--- src/hdl/updec_pkg.sv ---
// Types, character constants and helper functions of the URL percent decoder.
// No dependencies; imported by the front end, queue, back end, top level, scoreboard and testbench.
package updec_pkg;

    localparam logic [7:0] CH_PLUS  = 8'h2B;
    localparam logic [7:0] CH_PCT   = 8'h25;
    localparam logic [7:0] CH_SPACE = 8'h20;
    localparam logic [7:0] CH_ZERO  = 8'h30;
    localparam logic [7:0] CH_NINE  = 8'h39;
    localparam logic [7:0] CH_UA    = 8'h41;
    localparam logic [7:0] CH_UF    = 8'h46;
    localparam logic [7:0] CH_LA    = 8'h61;
    localparam logic [7:0] CH_LF    = 8'h66;
    localparam logic [3:0] NIB_ALPHA_OFS = 4'd10;

    typedef enum logic [1:0] {
        PH_IDLE  = 2'd0,
        PH_PCT   = 2'd1,
        PH_DIGIT = 2'd2
    } t_phase;

    typedef enum logic {
        OP_ONE = 1'b0,
        OP_TWO = 1'b1
    } t_op_kind;

    // One queued operation: OP_TWO emits a literal '%' before the data byte.
    typedef struct packed {
        t_op_kind   kind;
        logic [7:0] data;
        logic       last;
    } t_op;

    typedef struct packed {
        logic full;
        logic empty;
    } t_q_status;

    function automatic logic [3:0] nibble_of(input logic [7:0] ch);
        logic [7:0] diff;
        diff = 8'd0;
        if (ch >= CH_ZERO && ch <= CH_NINE) begin
            diff = ch - CH_ZERO;
            return diff[3:0];
        end
        if (ch >= CH_UA && ch <= CH_UF) begin
            diff = ch - CH_UA;
            return diff[3:0] + NIB_ALPHA_OFS;
        end
        if (ch >= CH_LA && ch <= CH_LF) begin
            diff = ch - CH_LA;
            return diff[3:0] + NIB_ALPHA_OFS;
        end
        return 4'd0;
    endfunction

    function automatic logic [7:0] plain_byte(input logic [7:0] ch);
        return (ch == CH_PLUS) ? CH_SPACE : ch;
    endfunction

endpackage

--- src/hdl/updec_if.sv ---
// Valid/ready stream interfaces for the encoded input and the decoded output.
// No dependencies.
interface updec_in_if;
    logic       valid;
    logic       ready;
    logic [7:0] in_byte;
    logic       in_last;

    modport source (output valid, output in_byte, output in_last, input ready);
    modport sink   (input valid, input in_byte, input in_last, output ready);
endinterface

interface updec_out_if;
    logic       valid;
    logic       ready;
    logic [7:0] out_byte;
    logic       out_last;

    modport source (output valid, output out_byte, output out_last, input ready);
    modport sink   (input valid, input out_byte, input out_last, output ready);
endinterface

--- src/hdl/updec_front.sv ---
// Front end: accepts encoded beats, tracks the escape phase, classifies each beat.
// Depends on updec_pkg and updec_in_if.
module updec_front (
    input  logic                  i_clk,
    input  logic                  i_rst_n,
    updec_in_if.sink              i_in,
    input  updec_pkg::t_q_status  i_q_status,
    output logic                  o_push,
    output updec_pkg::t_op        o_op
);
    import updec_pkg::*;

    t_phase     r_phase;
    t_phase     n_phase;
    logic [3:0] r_high;
    logic [3:0] n_high;
    logic       accept;
    logic       has_result;

    assign i_in.ready = !i_q_status.full;
    assign accept     = i_in.valid && !i_q_status.full;

    always_comb begin
        n_phase = r_phase;
        if (accept) begin
            case (r_phase)
                PH_PCT:   n_phase = i_in.in_last ? PH_IDLE : PH_DIGIT;
                PH_DIGIT: n_phase = PH_IDLE;
                default:  n_phase = (i_in.in_byte == CH_PCT && !i_in.in_last) ? PH_PCT : PH_IDLE;
            endcase
        end
    end

    always_comb begin
        has_result = 1'b1;
        n_high     = r_high;
        o_op.kind  = OP_ONE;
        o_op.data  = plain_byte(i_in.in_byte);
        o_op.last  = i_in.in_last;
        case (r_phase)
            PH_PCT: begin
                // A string cut short after '%' gives the '%' back, then the byte.
                has_result = i_in.in_last;
                o_op.kind  = OP_TWO;
                if (!i_in.in_last && accept) begin
                    n_high = nibble_of(i_in.in_byte);
                end
            end
            PH_DIGIT: begin
                o_op.data = {r_high, nibble_of(i_in.in_byte)};
            end
            default: begin
                has_result = !(i_in.in_byte == CH_PCT && !i_in.in_last);
            end
        endcase
        o_push = accept && has_result;
    end

    always_ff @(posedge i_clk) begin
        if (!i_rst_n) begin
            r_phase <= PH_IDLE;
            r_high  <= 4'd0;
        end else begin
            r_phase <= n_phase;
            r_high  <= n_high;
        end
    end

endmodule

--- src/hdl/updec_queue.sv ---
// Short operation queue between the front end and the back end.
// Depends on updec_pkg.
module updec_queue #(
    parameter int DEPTH = 4
) (
    input  logic                 i_clk,
    input  logic                 i_rst_n,
    input  logic                 i_push,
    input  updec_pkg::t_op       i_op,
    input  logic                 i_pop,
    output updec_pkg::t_op       o_op,
    output updec_pkg::t_q_status o_status
);
    import updec_pkg::*;

    localparam int AW = (DEPTH > 1) ? $clog2(DEPTH) : 1;
    localparam int CW = $clog2(DEPTH + 1);

    t_op           r_mem [DEPTH];
    logic [AW-1:0] r_wr;
    logic [AW-1:0] r_rd;
    logic [CW-1:0] r_cnt;

    assign o_op           = r_mem[r_rd];
    assign o_status.full  = (r_cnt == CW'(DEPTH));
    assign o_status.empty = (r_cnt == '0);

    always_ff @(posedge i_clk) begin
        if (i_push) begin
            r_mem[r_wr] <= i_op;
        end
    end

    always_ff @(posedge i_clk) begin
        if (!i_rst_n) begin
            r_wr  <= '0;
            r_rd  <= '0;
            r_cnt <= '0;
        end else begin
            if (i_push) begin
                r_wr <= (r_wr == AW'(DEPTH - 1)) ? '0 : r_wr + 1'b1;
            end
            if (i_pop) begin
                r_rd <= (r_rd == AW'(DEPTH - 1)) ? '0 : r_rd + 1'b1;
            end
            case ({i_push, i_pop})
                2'b10:   r_cnt <= r_cnt + 1'b1;
                2'b01:   r_cnt <= r_cnt - 1'b1;
                default: r_cnt <= r_cnt;
            endcase
        end
    end

endmodule

--- src/hdl/updec_back.sv ---
// Back end: carries out queued operations into a registered output stage.
// Depends on updec_pkg and updec_out_if.
module updec_back (
    input  logic                  i_clk,
    input  logic                  i_rst_n,
    input  updec_pkg::t_q_status  i_q_status,
    input  updec_pkg::t_op        i_op,
    output logic                  o_pop,
    updec_out_if.source           o_out
);
    import updec_pkg::*;

    logic       r_valid;
    logic [7:0] r_byte;
    logic       r_last;
    logic       r_pend;
    logic [7:0] r_pend_byte;
    logic       r_pend_last;
    logic       load;

    assign load           = !r_valid || o_out.ready;
    assign o_pop          = load && !r_pend && !i_q_status.empty;
    assign o_out.valid    = r_valid;
    assign o_out.out_byte = r_byte;
    assign o_out.out_last = r_last;

    always_ff @(posedge i_clk) begin
        if (!i_rst_n) begin
            r_valid <= 1'b0;
            r_pend  <= 1'b0;
        end else if (load) begin
            if (r_pend) begin
                r_valid <= 1'b1;
                r_byte  <= r_pend_byte;
                r_last  <= r_pend_last;
                r_pend  <= 1'b0;
            end else if (!i_q_status.empty) begin
                r_valid <= 1'b1;
                if (i_op.kind == OP_TWO) begin
                    r_byte      <= CH_PCT;
                    r_last      <= 1'b0;
                    r_pend      <= 1'b1;
                    r_pend_byte <= i_op.data;
                    r_pend_last <= i_op.last;
                end else begin
                    r_byte <= i_op.data;
                    r_last <= i_op.last;
                end
            end else begin
                r_valid <= 1'b0;
            end
        end
    end

endmodule

--- src/hdl/url_percent_decoder.sv ---
// URL percent decoder top level: front end, operation queue, back end.
// Depends on updec_pkg, updec_if and the three updec_ submodules.
// Sync active-low reset. An accepted beat is queued, then loaded into the
// output register. One input beat per cycle unless the queue is full; a beat
// that restores a cut-off '%' gives two output beats, which the queue absorbs.
module url_percent_decoder #(
    parameter int QUEUE_DEPTH = 4
) (
    input  logic        i_clk,
    input  logic        i_rst_n,
    updec_in_if.sink    i_in,
    updec_out_if.source o_out
);
    import updec_pkg::*;

    // The front end decides per beat whether a result is owed and what it is:
    // a plain byte ('+' turned to space), a decoded escape, or a '%' followed
    // by a plain byte when the string ends right after a '%'. It pushes that
    // decision into the queue, so the back end never needs the escape phase.
    t_q_status q_status;
    t_op       push_op;
    t_op       pop_op;
    logic      push;
    logic      pop;

    updec_front u_front (
        .i_clk      (i_clk),
        .i_rst_n    (i_rst_n),
        .i_in       (i_in),
        .i_q_status (q_status),
        .o_push     (push),
        .o_op       (push_op)
    );

    // The queue lets the input keep flowing while the output is stalled or
    // while a two-beat result is being emitted.
    updec_queue #(
        .DEPTH (QUEUE_DEPTH)
    ) u_queue (
        .i_clk    (i_clk),
        .i_rst_n  (i_rst_n),
        .i_push   (push),
        .i_op     (push_op),
        .i_pop    (pop),
        .o_op     (pop_op),
        .o_status (q_status)
    );

    // The back end owns the output register, so a waiting result never
    // blocks the next pop unless the sink stalls or a second beat is pending.
    updec_back u_back (
        .i_clk      (i_clk),
        .i_rst_n    (i_rst_n),
        .i_q_status (q_status),
        .i_op       (pop_op),
        .o_pop      (pop),
        .o_out      (o_out)
    );

endmodule

--- src/flat_wrapper.sv ---
// flat-port wrapper written by rule: the top's interface ports become plain ports
module url_percent_decoder_flat import updec_pkg::*;
#(
    parameter int QUEUE_DEPTH = 4
)
  (i_clk, i_rst_n, i_in_valid, i_in_in_byte, i_in_in_last, i_in_ready, o_out_valid, o_out_out_byte, o_out_out_last, o_out_ready);
  updec_in_if i_in_i ();
  updec_out_if o_out_i ();
  input  logic i_clk;
  input  logic i_rst_n;
  input wire logic [$bits(i_in_i.valid)-1:0] i_in_valid;
  input wire logic [$bits(i_in_i.in_byte)-1:0] i_in_in_byte;
  input wire logic [$bits(i_in_i.in_last)-1:0] i_in_in_last;
  output wire logic [$bits(i_in_i.ready)-1:0] i_in_ready;
  output wire logic [$bits(o_out_i.valid)-1:0] o_out_valid;
  output wire logic [$bits(o_out_i.out_byte)-1:0] o_out_out_byte;
  output wire logic [$bits(o_out_i.out_last)-1:0] o_out_out_last;
  input wire logic [$bits(o_out_i.ready)-1:0] o_out_ready;
  assign i_in_i.valid = i_in_valid;
  assign i_in_i.in_byte = i_in_in_byte;
  assign i_in_i.in_last = i_in_in_last;
  assign i_in_ready = i_in_i.ready;
  assign o_out_valid = o_out_i.valid;
  assign o_out_out_byte = o_out_i.out_byte;
  assign o_out_out_last = o_out_i.out_last;
  assign o_out_i.ready = o_out_ready;
  url_percent_decoder #(.QUEUE_DEPTH(QUEUE_DEPTH)) u_core (.i_clk(i_clk), .i_rst_n(i_rst_n), .i_in(i_in_i), .o_out(o_out_i));
endmodule
--- config.mk ---
export PLATFORM = sky130hd
export DESIGN_NAME = url_percent_decoder_flat
export DESIGN_NICKNAME = d
export VERILOG_FILES = /design/src/hdl/updec_pkg.sv /design/src/hdl/updec_if.sv /design/src/hdl/updec_front.sv /design/src/hdl/updec_queue.sv /design/src/hdl/updec_back.sv /design/src/hdl/url_percent_decoder.sv /design/src/flat_wrapper.sv
export SDC_FILE = /design/constraint.sdc
export NUM_CORES = 1
export LEC_CHECK = 0
export BUFFER_PORTS_ARGS = -buffer_cell sky130_fd_sc_hd__buf_2
export CAP_MARGIN = 20
export CORE_ASPECT_RATIO = 0.8
export CORE_MARGIN = 2
export CORE_UTILIZATION = 30
export CTS_CLUSTER_SIZE = 40
export DETAILED_ROUTE_END_ITERATION = 8
export SYNTH_ARGS = -nofsm -noshare
export SYNTH_HDL_FRONTEND = slang
export SYNTH_SLANG_ARGS = --single-unit
--- constraint.sdc ---
create_clock -name i_clk -period 3.1 [get_ports i_clk]
set_input_delay 0.155 -clock i_clk [delete_from_list [all_inputs] [get_ports i_clk]]
set_output_delay 0.155 -clock i_clk [all_outputs]
set_load 0.1 [all_outputs]
==> impl_metrics.env <==
export IMPL_status="completed"
export IMPL_final_max_slew_viol_count=0
export IMPL_period_share=0.8654
export IMPL_crit_type="register to register"
export IMPL_synth_xor_area_share=0.005329
export IMPL_finalWorstPathRequiredPeriod_ns=2.683
export IMPL_min_path_type="primary input to register"
export IMPL_netlist_area_um2=3287
export IMPL_row_count=34
export IMPL_worstHoldEndpoint="u_core.u_queue.r_mem[3][0]$_DFFE_PP_"
export IMPL_finClkSkew_ns=0.005345
export IMPL_peakVddDrop_mv=0.4380
export IMPL_yosysMostFrequentCell="edfxtp_1"
export IMPL_yosysTopAreaCellShare=0.5299
export IMPL_first_iter_violations=141
export IMPL_dieHeight_um=97.62
export IMPL_boundaryPins=24
export IMPL_critPathMaxFanout=7
export IMPL_fill_cells=1034
export IMPL_use_met1=0.1440
export IMPL_ys_seq_area_frac=0.6334
export IMPL_cp_end_kind="register"
export IMPL_dp_slack_ns=0.4334
export IMPL_io_buffers=23
export IMPL_globalRouteOverflowTotal=0
export IMPL_clockBufferDepth=2
export IMPL_avgSynthCellArea_um2=13.99
export IMPL_yosys_warnings=0
export IMPL_gr_usage_met3=0.04930
export IMPL_fin_ws_ns=0.4174
export IMPL_antenna_found_initial=0
export IMPL_rsz0062_at_grt="false"
export IMPL_synth_area_top_cells="edfxtp_1 53%, dfxtp_1 10%, mux4_2 6.2%"
export IMPL_routabilityCongestion=0.7831
export IMPL_grt_pass1_wl_um=9404
export IMPL_grt_busiest_layer="met2"
export IMPL_crit_required_ns=3.35
export IMPL_start_util=0.3054
export IMPL_synth_compound_area_frac=0.07880
export IMPL_grt_pass1_vias=1842
export IMPL_synth_adder_area_share=0.04796
export IMPL_synth_seq_cells=75
export IMPL_fin_nets=289
export IMPL_clk_latency_ns=0.33
export IMPL_tightest_slew_ns=0.8672
export IMPL_cp_start_kind="register"
export IMPL_tns_ns=0
export IMPL_cap_violations=0
export IMPL_root_buffer="clkbuf_16"
export IMPL_clkTransAtPathRegs_ns=0.06
export IMPL_die_w_um=121.0
export IMPL_rr_worst_depth=12
export IMPL_ctsHoldBuffers=0
export IMPL_hold_violations=0
export IMPL_area_delta_synth_final_pct=18.08
export IMPL_avgViaCountPerCell=4.470
export IMPL_maxSlewHeadroom=0.4174
export IMPL_yosys_area_share_simple=0.1066
export IMPL_cts_resized=0
export IMPL_cts_setup_buffers=0
export IMPL_ff2ff_setup_slack_ns=0.42
export IMPL_drive_above_1_share=0.2193
export IMPL_critPathArrivalTime_ns=2.93
export IMPL_p_leak_nw=1.353
export IMPL_track_usage=0.1057
export IMPL_holdPathStages=1
export IMPL_use_met2=0.1500
export IMPL_muxShareOfSynthArea=0.1032
export IMPL_synth_ff_type="edfxtp_1"
export IMPL_syn_inst=235
export IMPL_cts_made_buffers=9
export IMPL_die_area_um2=11810
export IMPL_synth_edf_count=58
export IMPL_finalWirelength_um=5541
export IMPL_synth_top_family_by_area="simple AND/OR/NAND/NOR gates"
export IMPL_diodes=0
export IMPL_synth_fp_nets=260
export IMPL_powerDensity_nw_per_um2=911.7
export IMPL_synth_commonest_cells="58 x edfxtp_1, 23 x nand2_1, 17 x dfxtp_1, 17 x o21ai_0, 14 x inv_1"
export IMPL_grt_max_degree=22
export IMPL_r2r_start="u_core.u_front.r_phase[0]$_SDFFE_PN0P_"
export IMPL_hold_start="i_in_in_last"
export IMPL_reg2reg_to="u_core.u_queue.r_cnt[2]$_SDFFE_PN0P_"
export IMPL_synthArstFlopShare=0
export IMPL_vias=1846
export IMPL_cts_tree="done"
export IMPL_drt_wirelength_per_cell_um=13.42
export IMPL_coreArea_um2=10760
export IMPL_first_pass_iters=4
export IMPL_ant_nets=0
export IMPL_h_tree_depth=3
export IMPL_synth_distinct_cells=45
export IMPL_place_hpwl_um=3944
export IMPL_route_detailed_drc=0
export IMPL_setup_violations=0
export IMPL_timing_fmax_mhz=372.8
export IMPL_yosysTopAreaCell="edfxtp_1"
export IMPL_clock_sink_count=75
[power by group]
| part | internal (mW) | switching (mW) | total (mW) | leakage [nW] |
|---|---|---|---|---|
| clock network | 0.678 | 0.383 | 1.06 | 0.149 |
| registers | 1.31 | 0.0868 | 1.40 | 0.673 |
| logic | 0.315 | 0.761 | 1.08 | 0.532 |
[through the flow]
| step | util | area (um^2) | hold slack (ns) | std cells | power (mW) |
|---|---|---|---|---|---|
| 6_report | 0.3606 | 3881 | 0.09863 | 413 | 3.538 |
| 4_1_cts | 0.3606 | 3881 | 0.08017 | 413 | 3.586 |
| 2_1_floorplan | - | 3287 | 0.2539 | 235 | 2.289 |
| 5_1_grt | 0.3606 | 3881 | 0.08694 | 413 | 3.739 |
| 3_5_place_dp | 0.3316 | 3568 | 0.4297 | 397 | 2.514 |
| 3_3_place_gp | 0.3316 | 3568 | 0.4228 | 397 | 2.490 |
[logic make-up after synthesis]
family,after synthesis
AND/OR/NAND/NOR,62
flip-flops,75
XOR/XNOR,2
multiplexers,22
buffers and inverters,21
AO/OA/AOI/OAI,41
adder cells (fa/ha/maj),12
[how the worst max path moves through the flow]
stage,from,to,slack [ns],cells past startpoint
floorplan,u_core.u_queue.r_cnt[2]$_SDFFE_PN0P_,u_core.u_queue.r_cnt[2]$_SDFFE_PN0P_,0.30,11
global placement,u_core.u_front.r_phase[0]$_SDFFE_PN0P_,u_core.u_queue.r_cnt[2]$_SDFFE_PN0P_,0.51,12
detailed placement,u_core.u_front.r_phase[0]$_SDFFE_PN0P_,u_core.u_queue.r_cnt[2]$_SDFFE_PN0P_,0.43,12
CTS,u_core.u_front.r_phase[0]$_SDFFE_PN0P_,u_core.u_queue.r_cnt[2]$_SDFFE_PN0P_,0.40,12
global route,u_core.u_front.r_phase[0]$_SDFFE_PN0P_,u_core.u_queue.r_cnt[2]$_SDFFE_PN0P_,0.22,12
finish,u_core.u_front.r_phase[0]$_SDFFE_PN0P_,u_core.u_queue.r_cnt[2]$_SDFFE_PN0P_,0.42,12
[routing by layer]
| layer | vias to the layer above | wire, um |
|---|---|---|
| met3 | 6 | 379 |
| li1 | 940 | - |
| met4 | 0 | 54 |
| met2 | 41 | 2311 |
| met1 | 859 | 2796 |
| met5 | - | 0 |
[state kept, by name, summed over array words and instances (netlist names), 2 cells and up, named ones only]
name / cells
u_core.u_back.r_pend_byte: 8
u_core.u_queue.r_wr: 2
u_core.u_queue.r_mem: 40
u_core.u_back.o_out.out_byte: 8
u_core.u_queue.r_cnt: 3
u_core.u_front.r_high: 4
u_core.u_front.r_phase: 2
u_core.u_queue.r_rd: 2
[worst max-delay path: stages, from the launching register on]
cell,delay (ns)
dfxtp_1,0.33
inv_1,0.06
ha_1,0.31
and4bb_2,0.23
nand3_1,0.10
nor3b_2,0.24
inv_1,0.07
ha_1,0.17
inv_1,0.07
fa_1,0.42
xor2_1,0.15
or3_1,0.30
a21boi_0,0.17
[area by class of cell]
cell class	instances	area, um^2	area share
multi-input cells	139	1124	0.2895
inverters	14	52.55	0.01354
well taps	144	180.2	0.04642
flip-flops and latches	75	2082	0.5364
clock buffers	12	257.7	0.06641
clock inverters	4	55.05	0.01418
repair buffers	25	130.1	0.03353
[layout by cell type, fill, tap and decap left out, types with 3 or more instances in the layout]
cell type	netlist	routed
ha_1	11	11
nor2b_1	7	7
a21oi_1	8	8
a22oi_1	3	3
and2_1	6	6
mux2i_1	8	8
nor3_1	3	3
nor2_1	7	7
nand2_1	23	23
inv_1	14	14
mux4_2	9	9
nand2b_1	3	3
mux2_2	5	5
edfxtp_1	58	58
buf_2	2	23
o21ai_0	17	17
dfxtp_1	17	17
clkbuf_16	0	10
No activity file was read; power rests on OpenSTA's default activity.
